`src/rtl/core/psr_pkg.sv`:
```
// psr_pkg: shared widths, status and class codes, queue entry and config types
// for the particle slot recycler; no dependencies
`timescale 1ns / 1ps
`default_nettype none

package psr_pkg;

    // fixed field widths
    localparam int SLOT_W      = 12;
    localparam int COUNT_OUT_W = 13;
    localparam int RADIUS_W    = 31;
    localparam int CFG_IDX_W   = 2;
    localparam int CFG_DATA_W  = 31;
    localparam int MAG_W       = 32;

    // parameter defaults
    localparam int DEF_MAX_PARTICLES = 4096;
    localparam int DEF_COORD_WIDTH   = 32;

    // command codes
    localparam logic CMD_ALLOC = 1'b0;
    localparam logic CMD_TEST  = 1'b1;

    // config register indexes
    localparam logic [CFG_IDX_W-1:0] CFG_STAR1_RADIUS    = 2'd0;
    localparam logic [CFG_IDX_W-1:0] CFG_STAR2_RADIUS    = 2'd1;
    localparam logic [CFG_IDX_W-1:0] CFG_BOX_HALF_EXTENT = 2'd2;

    typedef enum logic [2:0] {
        ST_NEW     = 3'd0,
        ST_REUSED  = 3'd1,
        ST_FULL    = 3'd2,
        ST_STAR1   = 3'd3,
        ST_STAR2   = 3'd4,
        ST_INSIDE  = 3'd5,
        ST_ESCAPED = 3'd6
    } psr_status_t;

    // outcome decided by the front end
    typedef enum logic [2:0] {
        CLS_ALLOC  = 3'd0,
        CLS_STAR1  = 3'd1,
        CLS_STAR2  = 3'd2,
        CLS_INSIDE = 3'd3,
        CLS_ESCAPE = 3'd4
    } psr_class_t;

    typedef struct packed {
        psr_class_t        cls;
        logic [SLOT_W-1:0] slot;
    } psr_entry_t;

    typedef struct packed {
        logic [RADIUS_W-1:0] star1_radius;
        logic [RADIUS_W-1:0] star2_radius;
        logic [RADIUS_W-1:0] box_half_extent;
    } psr_cfg_t;

endpackage

`default_nettype wire

```
`src/rtl/core/psr_queue.sv`:
```
// psr_queue: two-entry queue of classified commands between front and back end
// depends on psr_pkg
`timescale 1ns / 1ps
`default_nettype none

module psr_queue (
    input  wire logic                clk,
    input  wire logic                rst_n,
    input  wire logic                push,
    input  wire psr_pkg::psr_entry_t push_entry,
    output logic                     full,
    input  wire logic                pop,
    output logic                     empty,
    output psr_pkg::psr_entry_t      head_entry
);

    import psr_pkg::*;

    psr_entry_t entries_reg [2];
    logic       wr_ptr_reg;
    logic       wr_ptr_next;
    logic       rd_ptr_reg;
    logic       rd_ptr_next;
    logic [1:0] count_reg;
    logic [1:0] count_next;
    logic       do_push;
    logic       do_pop;

    assign full       = (count_reg == 2'd2);
    assign empty      = (count_reg == 2'd0);
    assign head_entry = entries_reg[rd_ptr_reg];
    assign do_push    = push && !full;
    assign do_pop     = pop && !empty;

    // pointer and fill count update
    always_comb
    begin
        wr_ptr_next = do_push ? ~wr_ptr_reg : wr_ptr_reg;
        rd_ptr_next = do_pop ? ~rd_ptr_reg : rd_ptr_reg;
        count_next  = count_reg;
        if (do_push && !do_pop)
        begin
            count_next = count_reg + 2'd1;
        end
        else if (do_pop && !do_push)
        begin
            count_next = count_reg - 2'd1;
        end
    end

    always_ff @(posedge clk or negedge rst_n)
    begin
        if (!rst_n)
        begin
            wr_ptr_reg <= 1'b0;
            rd_ptr_reg <= 1'b0;
            count_reg  <= 2'd0;
        end
        else
        begin
            wr_ptr_reg <= wr_ptr_next;
            rd_ptr_reg <= rd_ptr_next;
            count_reg  <= count_next;
        end
    end

    // entry storage
    always_ff @(posedge clk)
    begin
        if (do_push)
        begin
            entries_reg[wr_ptr_reg] <= push_entry;
        end
    end

endmodule

`default_nettype wire

```
`config.mk`:
```
export PLATFORM = sky130hd
export DESIGN_NAME = psr_queue
export DESIGN_NICKNAME = d
export VERILOG_FILES = /design/src/rtl/core/psr_pkg.sv /design/src/rtl/core/psr_queue.sv
export SDC_FILE = /design/constraint.sdc
export NUM_CORES = 1
export LEC_CHECK = 0
export BUFFER_PORTS_ARGS = -buffer_cell sky130_fd_sc_hd__buf_2
export CORE_ASPECT_RATIO = 0.9
export CORE_MARGIN = 2
export CORE_UTILIZATION = 54
export CTS_CLUSTER_SIZE = 40
export DETAILED_ROUTE_END_ITERATION = 8
export GPL_TIMING_DRIVEN = 0
export PLACE_DENSITY = 0.82
export SLEW_MARGIN = 5
export SYNTH_ARGS = -nofsm -noshare
export SYNTH_HDL_FRONTEND = slang
export SYNTH_SLANG_ARGS = --single-unit
```
`constraint.sdc`:
```
create_clock -name clk -period 4.4 [get_ports clk]
set_input_delay 0.44 -clock clk [delete_from_list [all_inputs] [get_ports clk]]
set_output_delay 0.44 -clock clk [all_outputs]
set_load 0.02 [all_outputs]
```
==> results.txt, run 1 <==
Proportion of layout cells with a drive suffix above 1 - 52.29%
DIE HEIGHT - 51.11 um
Post-route antenna net violation count - 0
Number of detailed-routing iterations run before antenna repair - 4
Max-cap viol count - 0
Die Area - 2879 um2
Cells along the critical path - nand2b_1 > nand2_1 > nor2_1
Setup repair after global routing missed its margin - false
Count of buffers inserted at the top-level ports - 35
Flip-flop count of the largest register after layout - 30
Post-detailed-placement cell area - 1541 um2
Wire length of the first global-routing pass - 3.187 mm
Highest cell delay on the worst timing path - 0.95 ns
Antenna fix cells - 0
Worst path arrival time - 1.99 ns
Synthesized netlist cell count - 66
Slew Limit Fails - 0
Quantity of gates resized following cts - 0
Clock skew - 0.004706 ns
Cell at the root of the clock tree - sky130_fd_sc_hd__clkbuf_4
GR Overflow Total - 0
Status - finished clean
End of the worst hold path - entries_reg[0][6]$_DFFE_PP_
Placeable core region - 2404 um2
Number of global-route vias before repair - 684
Timing-limited maximum frequency - 0.4894 GHz
Period utilization - 46.44%
Cell area after layout - 1597 um2
CTS Hold Bufs - 1
# placed instances - 129
Initial Utilization - 55.39%
RePlAce Congestion - 0.6214
Worst Setup Slack post-DPL - 2.336 ns
Worst reg2reg setup slack - 2.36 ns
Register bit total from synthesis - 34
Top area cells in the synthesized netlist - sky130_fd_sc_hd__edfxtp_1 (68%), sky130_fd_sc_hd__mux2_4 (10%), sky130_fd_sc_hd__dfrtp_1 (7.5%), sky130_fd_sc_hd__mux2_2 (5.1%), sky130_fd_sc_hd__xnor2_1 (2.0%)
Post-synthesis instance area - 1331 um2
Maximum number of pins on one net before global-route repair - 16
Width of the chip - 56.34 um
DRC - 0
Maximum ir drop on the vdd rail - 0.4699 mV
Via count of the routed design - 688
Clock insertion delay at the later pin of the skew report - 0.33 ns
Syn avg cell area - 20.17 um2
CTS sink cnt - 34
Setup Buffers After CTS - 0
TritonCTS clock tree - done
Number of buffers created by CTS - 5
Hold_ws - 0.2935 ns
Total negative slack - 0 ns
Area share of the largest cell type after synthesis - 67.67%
Clock-pin slew of the registers on the worst-case setup and hold paths - 0.09 ns
Maximum fanout encountered on the critical timing path - 15
Largest delay share family, worst path - simple AND/OR/NAND/NOR gates
Fraction of the yosys area taken by sequential cells - 75.19%
Min-Delay Path Class - input port to flip-flop
Global router's overall resource usage - 16.11%
PwrDens - 670.7 nW/um2
Pleak - 0.6635 nW
Cell count of the worst hold path - 1
Net count of the mapped netlist - 86
Start point of the worst hold path - push_entry[6]
Number of hold violations in the final report - 0
CP bufs+invs - 0
Cell count of the worst reg-to-reg path - 3
Headroom to the max-slew limit - 16.49%
Number of antenna violations at the first check in global routing - 0
Initial drt markers - 6
Area overhead of the layout relative to synthesis - 19.92%
Count of synthesis-stage warnings from yosys - 0
Boundary pin count - 36
Element type at the critical path end - flip-flop
CP Class - flip-flop to flip-flop
Critical Path Slowest Stage Cell - sky130_fd_sc_hd__nor2_1
Post-synthesis cell type count - 15
Least-Margin Pin Slew - 1.248 ns
H-tree level count - 2
Site Rows - 17
Launching element type of the critical path - flip-flop
Clk buf depth - 2
Final Util - 66.42%
Library cell occupying the most area in the post-synthesis netlist - sky130_fd_sc_hd__edfxtp_1
Drt wl/cell - 14.63 um
Required arrival time at the worst endpoint - 4.34 ns
Estimated wirelength of the detail-placed design - 1.395 mm
Setup violations, final - 0
Net count of the finished layout - 129
Via count normalized by instance count - 5.022
Worst path setup slack after routing - 2.357 ns
Drt total wl - 2.004 mm
Final min period - 2.043 ns
Number of non-filler instances in the completed layout - 137
Power Total - 1.071 mW
RR Startpoint - count_reg[0]$_DFFE_PN0P_
Reg2reg end - entries_reg[0][12]$_DFFE_PP_
## Yosys cell counts
cell type / instances
sky130_fd_sc_hd__xor2_1: 2
sky130_fd_sc_hd__ha_1: 1
sky130_fd_sc_hd__nand2_1: 1
sky130_fd_sc_hd__dfrtp_1: 4
sky130_fd_sc_hd__buf_6: 1
sky130_fd_sc_hd__and3_1: 1
sky130_fd_sc_hd__mux2_2: 6
sky130_fd_sc_hd__inv_1: 2
sky130_fd_sc_hd__nor2_1: 3
sky130_fd_sc_hd__edfxtp_1: 30
sky130_fd_sc_hd__xnor2_1: 3
sky130_fd_sc_hd__nand2b_1: 1
sky130_fd_sc_hd__buf_12: 1
sky130_fd_sc_hd__mux2_4: 9
sky130_fd_sc_hd__o21ai_1: 1
## cell type report
type / count / area [um2]
sequential: 34 / 1001
fill: 184 / 807.0
multi-input combinational: 28 / 291.5
timing repair buffer: 36 / 185.2
clock buffer: 7 / 45.04
tap: 28 / 35.03
buffer: 2 / 31.28
inverter: 2 / 7.507
## how the worst max path moves through the flow
stage | cells past startpoint | start | end | slack (ns)
after floorplan | 3 | count_reg[0]$_DFFE_PN0P_ | entries_reg[0][0]$_DFFE_PP_ | 2.71
after global placement | 3 | count_reg[0]$_DFFE_PN0P_ | entries_reg[0][8]$_DFFE_PP_ | 2.36
after detailed placement | 3 | count_reg[0]$_DFFE_PN0P_ | entries_reg[0][11]$_DFFE_PP_ | 2.34
after CTS | 3 | count_reg[0]$_DFFE_PN0P_ | entries_reg[0][3]$_DFFE_PP_ | 2.33
after global routing | 3 | count_reg[0]$_DFFE_PN0P_ | entries_reg[0][9]$_DFFE_PP_ | 2.19
final | 3 | count_reg[0]$_DFFE_PN0P_ | entries_reg[0][12]$_DFFE_PP_ | 2.36
## power breakdown
group | internal, mW | leakage [nW] | total (mW) | switching (mW)
Combinational | 0.201 | 0.313 | 0.437 | 0.236
Clock | 0.0602 | 0.0254 | 0.153 | 0.0927
Sequential | 0.448 | 0.325 | 0.481 | 0.0334
Total | 0.709 | 0.664 | 1.07 | 0.362
## cell usage in the layout (no fill, tap or decap), types with 2 or more instances in the layout
cell / Yosys / layout
sky130_fd_sc_hd__inv_1: 2 / 2
sky130_fd_sc_hd__xnor2_1: 3 / 3
sky130_fd_sc_hd__nor2_1: 3 / 3
sky130_fd_sc_hd__buf_2: 0 / 35
sky130_fd_sc_hd__clkbuf_4: 0 / 5
sky130_fd_sc_hd__mux2_2: 6 / 6
sky130_fd_sc_hd__clkbuf_1: 0 / 2
sky130_fd_sc_hd__mux2_4: 9 / 9
sky130_fd_sc_hd__edfxtp_1: 30 / 30
sky130_fd_sc_hd__dfrtp_1: 4 / 4
sky130_fd_sc_hd__xor2_1: 2 / 2
## routing by layer
| metal | global-route usage [%] | routed length (um) |
|---|---|---|
| met1 | 17.22 | 773 |
| met2 | 26.67 | 1085 |
| met3 | 7.089 | 117 |
| met4 | 9.524 | 27 |
| met5 | 0 | 0 |
## cell families after synthesis
group	Yosys count	share of synthesized area (%)
mux	15	15.23
simple gates	6	2.068
flops	34	75.19
fa+ha+maj	1	0.9397
xor+xnor	5	3.290
compound gates	1	0.3756
buf+inv	4	2.914
Power figures use the tool's default switching activity.
==> run 2, diff against run 1 <==
CORE_UTILIZATION = 50   (was 54)
PLACE_DENSITY = 0.77   (was 0.82)
clock period = 2.1 ns   (was 4.4 ns; I/O delays follow)
==> run 2 against run 1 <==
Via count is 0.29% higher. Die area is 7.4% higher. Maximum frequency is 22% higher. Critical path type unchanged. Highest routed layer unchanged.
==> results.txt, run 2 (synthesis results as in run 1) <==
Count of buffers inserted at the top-level ports - 35 (unchanged)
Clock-pin slew of the registers on the worst-case setup and hold paths - 0.10 ns (about the same)
Total negative slack - 0 ns (unchanged)
Clock skew - 0.007477 ns (+0.002770 ns)
Power Total - 2.242 mW (+110%)
Pleak - 0.6677 nW (+0.63%)
Cells along the critical path - nand2b_1 > nand2_1 > nor2_2
Placeable core region - 2489 um2 (+3.5%)
Worst path arrival time - 1.63 ns (-0.36 ns)
Power share of the clock group - 14.5% (+0.2 points)
Global router's overall resource usage - 14.68% (-1.4 points)
Proportion of layout cells with a drive suffix above 1 - 53.64% (+1.3 points)
DRC - 0 (unchanged)
RePlAce Congestion - 0.7105 (+14%)
Design internal power - 1.486 mW (+110%)
Die Area - 3092 um2 (+7.4%)
Number of buffers created by CTS - 5 (unchanged)
Element type at the critical path end - flip-flop
Number of detailed-routing iterations run before antenna repair - 4 (unchanged)
Maximum number of pins on one net before global-route repair - 16 (unchanged)
Status - finished clean
Antenna fix cells - 0 (unchanged)
Timing-limited maximum frequency - 0.5955 GHz (+22%)
Initial drt markers - 8 (+2)
CTS sink cnt - 34 (unchanged)
GR Overflow Total - 0 (unchanged)
Quantity of gates resized following cts - 0 (unchanged)
Number of non-filler instances in the completed layout - 138 (+0.73%)
Headroom to the max-slew limit - 50.18% (+34 points)
Final min period - 1.679 ns (-0.3641 ns)
CP Class - flip-flop to flip-flop
Maximum fanout encountered on the critical timing path - 15 (unchanged)
Number of global-route vias before repair - 663 (-3.1%)
Drt total wl - 1.918 mm (-4.3%)
Seq pwr share - 44.9% (about the same)
CP bufs+invs - 0 (unchanged)
Clk buf depth - 2 (unchanged)
Largest delay share family, worst path - simple AND/OR/NAND/NOR gates
# placed instances - 129 (unchanged)
Net count of the finished layout - 129 (unchanged)
Number of antenna violations at the first check in global routing - 0 (unchanged)
Boundary pin count - 36 (unchanged)
Worst path setup slack after routing - 0.4209 ns (-1.936 ns)
Highest cell delay on the worst timing path - 0.59 ns (-0.36 ns)
Setup violations, final - 0 (unchanged)
Wire length of the first global-routing pass - 2.987 mm (-6.3%)
Min-Delay Path Class - input port to flip-flop
Leading cell types in the layout, fill and taps excluded - sky130_fd_sc_hd__buf_2 (35), sky130_fd_sc_hd__edfxtp_1 (30), sky130_fd_sc_hd__mux2_4 (9)
Layout fillers - 181 (-1.6%)
Post-route antenna net violation count - 0 (unchanged)
Via count of the routed design - 690 (+0.29%)
CTS Hold Bufs - 1 (unchanged)
Required arrival time at the worst endpoint - 2.06 ns (-2.28 ns)
Slew Limit Fails - 0 (unchanged)
Worst Setup Slack post-DPL - 0.02139 ns (-2.314 ns)
Least-Margin Pin Slew - 0.7465 ns (-0.5015 ns)
Max-cap viol count - 0 (unchanged)
Period utilization - 79.96% (+34 points)
Met3 demand-to-capacity share in global routing - 6.601% (-0.49 points)
Drt wl/cell - 13.90 um (-5.0%)
Global routing met1 resource utilization - 17.05% (-0.17 points)
Setup repair after global routing missed its margin - false
H-tree level count - 2 (unchanged)
PwrDens - 1397 nW/um2 (+110%)
Comb pwr share - 40.6% (-0.2 points)
Clock insertion delay at the later pin of the skew report - 0.32 ns (about the same)
Area overhead of the layout relative to synthesis - 20.49%
Width of the chip - 58.39 um (+3.6%)
Number of hold violations in the final report - 0 (unchanged)
Cell at the root of the clock tree - sky130_fd_sc_hd__clkbuf_4
DIE HEIGHT - 52.95 um (+3.6%)
Flip-flop count of the largest register after layout - 30 (unchanged)
Gr busiest metal - met2
Maximum ir drop on the vdd rail - 0.9699 mV (+110%)
TritonCTS clock tree - done
Commonest non-fill, non-tap cell in the layout - sky130_fd_sc_hd__buf_2
Via count normalized by instance count - 5.000 (-0.44%)
Initial Utilization - 53.49% (-1.9 points)
Launching element type of the critical path - flip-flop
Site Rows - 17 (unchanged)
Estimated wirelength of the detail-placed design - 1.342 mm (-3.8%)
Met2 track utilization from global routing - 22.10% (-4.6 points)
Sw power - 756.0 uW (+110%)
Critical Path Slowest Stage Cell - sky130_fd_sc_hd__nor2_2
Setup Buffers After CTS - 0 (unchanged)
Fraction of power spent switching nets - 33.73% (-0.046 points)
==> run 2: cell types whose count changed in the layout (fill, tap and decap cells not counted), sizes merged <==
cell	before	now
clkinv	0	2
clkbuf	7	6
==> run 2: path summary, 6_finish.rpt <==
kind,cells past startpoint,to,startpoint,slack (ns)
min reg2reg,1,wr_ptr_reg$_DFFE_PN0P_,wr_ptr_reg$_DFFE_PN0P_,0.53
min,1,entries_reg[1][6]$_DFFE_PP_,push_entry[6],0.07
max reg2reg,3,entries_reg[0][5]$_DFFE_PP_,count_reg[0]$_DFFE_PN0P_,0.42
min in group asynchronous,2,rd_ptr_reg$_DFFE_PN0P_,rst_n,0.21
max in group asynchronous,2,count_reg[0]$_DFFE_PN0P_,rst_n,1.77
max,3,entries_reg[0][5]$_DFFE_PP_,count_reg[0]$_DFFE_PN0P_,0.42
==> run 2: metal layers <==
metal  routed length, um  part of all wire (%)
met3                 137                   7.1
met1                 790                    41
met4                  47                   2.5
met2                 943                    49
met5                   0                     0
==> run 2: area by class of cell <==
cell class,count,area (um2),share of cell area (%)
Buffer,2,31.28,1.950
Tap cell,28,35.03,2.184
Clock inverter,2,8.758,0.5460
Sequential cell,34,1001,62.40
Clock buffer,6,41.29,2.574
Timing Repair Buffer,36,185.2,11.54
Multi-Input combinational cell,28,294.0,18.33
Inverter,2,7.507,0.4680
==> run 2: power by group through the flow <==
stage / Combinational, mW / Clock [mW] / Sequential, mW
finish: 0.911 / 0.324 / 1.01
detailed placement: 0.925 / 0 / 1.02
global placement: 0.911 / 0 / 1.01
global route: 0.985 / 0.369 / 1.02
floorplan: 0.705 / 0 / 1.00
CTS: 0.928 / 0.337 / 1.01
==> run 2: per-stage QoR <==
step           hold WS [ns]  area [um2]  utilization, %
2_1_floorplan      -0.08559        1331               -
6_report            0.07004        1604           64.45
3_5_place_dp        0.02178        1541           61.94
5_1_grt             0.04394        1604           64.45
3_3_place_gp        0.01894        1541           61.94
4_1_cts             0.05430        1602           64.35
==> run 3, diff against run 2 <==
CORE_UTILIZATION = 45   (was 50)
PLACE_DENSITY = 0.73   (was 0.77)
clock period = 1.4 ns   (was 2.1 ns; I/O delays follow)
==> run 3 against run 2 <==
Wire length grew 20%. Flip-flop and latch count is the same. Non-clock buffer count grew 20. Critical endpoint is now head_entry[11]. Count of clock-buffer cells in the layout grew 1. Clock skew is essentially flat. Sequential share of layout area shrank 12 points. The flow now finishes with violations (negative setup slack). Design area grew 24%. Register-to-register slack lost 0.43 ns. Sequential power grew 52%. Cell count grew 23%. Utilization grew 7.4 points. Clock power grew 50%.
==> results.txt, run 3 (synthesis results as in run 1) <==
Status - finished, violations left
Violations in the final reports - negative setup slack
Commonest non-fill, non-tap cell in the layout - sky130_fd_sc_hd__edfxtp_1
Setup violations, final - 16 (+16)
Initial drt markers - 8 (unchanged)
Flip-flop count of the largest register after layout - 30 (unchanged)
Element type at the critical path end - output pin
Worst path setup slack after routing - -0.1060 ns (-0.5269 ns)
Antenna fix cells - 0 (unchanged)
Worst path arrival time - 1.37 ns (-0.26 ns)
CTS sink cnt - 34 (unchanged)
Largest delay share family, worst path - flip-flops
Pleak - 0.8118 nW (+22%)
Maximum fanout encountered on the critical timing path - 10 (-5)
Required arrival time at the worst endpoint - 1.26 ns (-0.80 ns)
DIE HEIGHT - 55.60 um (+5.0%)
Launching element type of the critical path - flip-flop
Critical Path Slowest Stage Cell - sky130_fd_sc_hd__dfrtp_2
Maximum ir drop on the vdd rail - 1.226 mV (+26%)
Post-route antenna net violation count - 0 (unchanged)
RePlAce Congestion - 0.6743 (-5.1%)
Setup repair after global routing missed its margin - true
Proportion of layout cells with a drive suffix above 1 - 55.38% (+1.7 points)
Global router's overall resource usage - 14.97% (+0.29 points)
Clock-pin slew of the registers on the worst-case setup and hold paths - 0.08 ns (-0.02 ns)
Area overhead of the layout relative to synthesis - 49.53%
Timing-limited maximum frequency - 0.6640 GHz
Highest cell delay on the worst timing path - 0.45 ns (-0.14 ns)
Drt total wl - 2.299 mm (+20%)
Wire length of the first global-routing pass - 3.588 mm (+20%)
Min-Delay Path Class - input port to flip-flop
Number of detailed-routing iterations run before antenna repair - 4 (unchanged)
Placeable core region - 2770 um2 (+11%)
TritonCTS clock tree - done
Count of buffers inserted at the top-level ports - 35 (unchanged)
Cell at the root of the clock tree - sky130_fd_sc_hd__clkbuf_4
Boundary pin count - 36 (unchanged)
Maximum number of pins on one net before global-route repair - 16 (unchanged)
# placed instances - 141 (+9.3%)
GR Overflow Total - 0 (unchanged)
Via count normalized by instance count - 4.429 (-11%)
Estimated wirelength of the detail-placed design - 1.351 mm (+0.64%)
Number of antenna violations at the first check in global routing - 0 (unchanged)
Final Util - 71.86% (+7.4 points)
Number of buffers created by CTS - 5 (unchanged)
Site Rows - 18 (+1)
CP Class - flip-flop to output pin
Period utilization - 107.6%
Leading cell types in the layout, fill and taps excluded - sky130_fd_sc_hd__edfxtp_1 (30), sky130_fd_sc_hd__buf_2 (20), sky130_fd_sc_hd__dlygate4sd3_1 (16)
Clk buf depth - 2 (unchanged)
Number of non-filler instances in the completed layout - 170 (+23%)
Slew Limit Fails - 0 (unchanged)
Final min period - 1.506 ns
Cell count of the worst hold path - 3 (+2)
Clock skew - 0.007540 ns (+0.00006309 ns)
Hold_ws - 0.09781 ns (+0.02777 ns)
DRC - 0 (unchanged)
Number of hold violations in the final report - 0 (unchanged)
Die Area - 3410 um2 (+10%)
Cells along the critical path - buf_12 > mux2_4 > buf_6
Initial Utilization - 48.06% (-5.4 points)
Drt wl/cell - 13.52 um (-2.7%)
Number of global-route vias before repair - 775 (+17%)
Via count of the routed design - 753 (+9.1%)
Max-cap viol count - 0 (unchanged)
Cell count of the worst reg-to-reg path - 6 (+3)
Crit path depth - 3 (unchanged)
Power Total - 4.013 mW (+79%)
Width of the chip - 61.34 um (+5.0%)
PwrDens - 2016 nW/um2 (+44%)
Headroom to the max-slew limit - 84.82% (+35 points)
Worst Setup Slack post-DPL - -0.2227 ns (-0.2441 ns)
Clock insertion delay at the later pin of the skew report - 0.33 ns (about the same)
Net count of the finished layout - 149 (+16%)
CP bufs+invs - 2 (+2)
H-tree level count - 2 (unchanged)
Least-Margin Pin Slew - 0.2277 ns (-0.5188 ns)
run 3: cell count changes in the layout (fill, tap and decap cells not counted), sizes merged:
| cell | previous run | this run |
|---|---|---|
| dlygate4sd3 | 1 | 16 |
| buf | 37 | 42 |
| clkbuf | 6 | 7 |
| clkinv | 2 | 1 |
run 3: tightest hold or removal path: stages:
cell and delay (ns):
sky130_fd_sc_hd__buf_2 0.12, sky130_fd_sc_hd__o21ai_4 0.07, sky130_fd_sc_hd__xnor2_1 0.06
run 3: through the flow:
step / TNS [ns] / area (um2)
2_1_floorplan: -0.03341 / 1339
3_3_place_gp: -4.112 / 1564
3_5_place_dp: -4.852 / 1564
4_1_cts: -2.113 / 1876
5_1_grt: -1.874 / 1991
6_report: -1.392 / 1991
run 3: path summary, 6_finish.rpt:
kind | startpoint | endpoint | slack [ns]
max | rd_ptr_reg$_DFFE_PN0P_ | head_entry[11] | -0.11
min | pop | rd_ptr_reg$_DFFE_PN0P_ | 0.1
max reg2reg | count_reg[0]$_DFFE_PN0P_ | count_reg[1]$_DFFE_PN0P_ | -0.01
min reg2reg | count_reg[1]$_DFFE_PN0P_ | count_reg[1]$_DFFE_PN0P_ | 0.58
max in group asynchronous | rst_n | rd_ptr_reg$_DFFE_PN0P_ | 1.13
min in group asynchronous | rst_n | count_reg[0]$_DFFE_PN0P_ | 0.14
run 3: timing repair:
action,4_1_cts,5_1_grt
hold buffers,16,0
gates resized for setup,22,24
buffers inserted,2,4
pin swaps,5,3
endpoints found under the setup margin,47,34
endpoints found under the hold margin,33,0
run 3: final cells by class:
type / count / area, um2
Sequential cell: 34 / 1003
Inverter: 2 / 7.507
Buffer: 1 / 20.02
Fill cell: 178 / 779.5
Clock buffer: 7 / 45.04
Multi-Input combinational cell: 28 / 361.6
Timing Repair Buffer: 57 / 499.2
Tap cell: 40 / 50.05
Clock inverter: 1 / 3.754
run 3: power breakdown:
group,internal (mW),switching [mW]
sequential,1.41,0.136
combinational,1.10,0.880
clock,0.193,0.293
run 3: per-layer routing:
metal	part of all wire, %	global-route usage [%]	wire length [um]
met2	55	24.32	1273
met4	1.7	7.295	40
met3	4.3	4.884	98
met1	39	17.43	887
met5	0	0	0
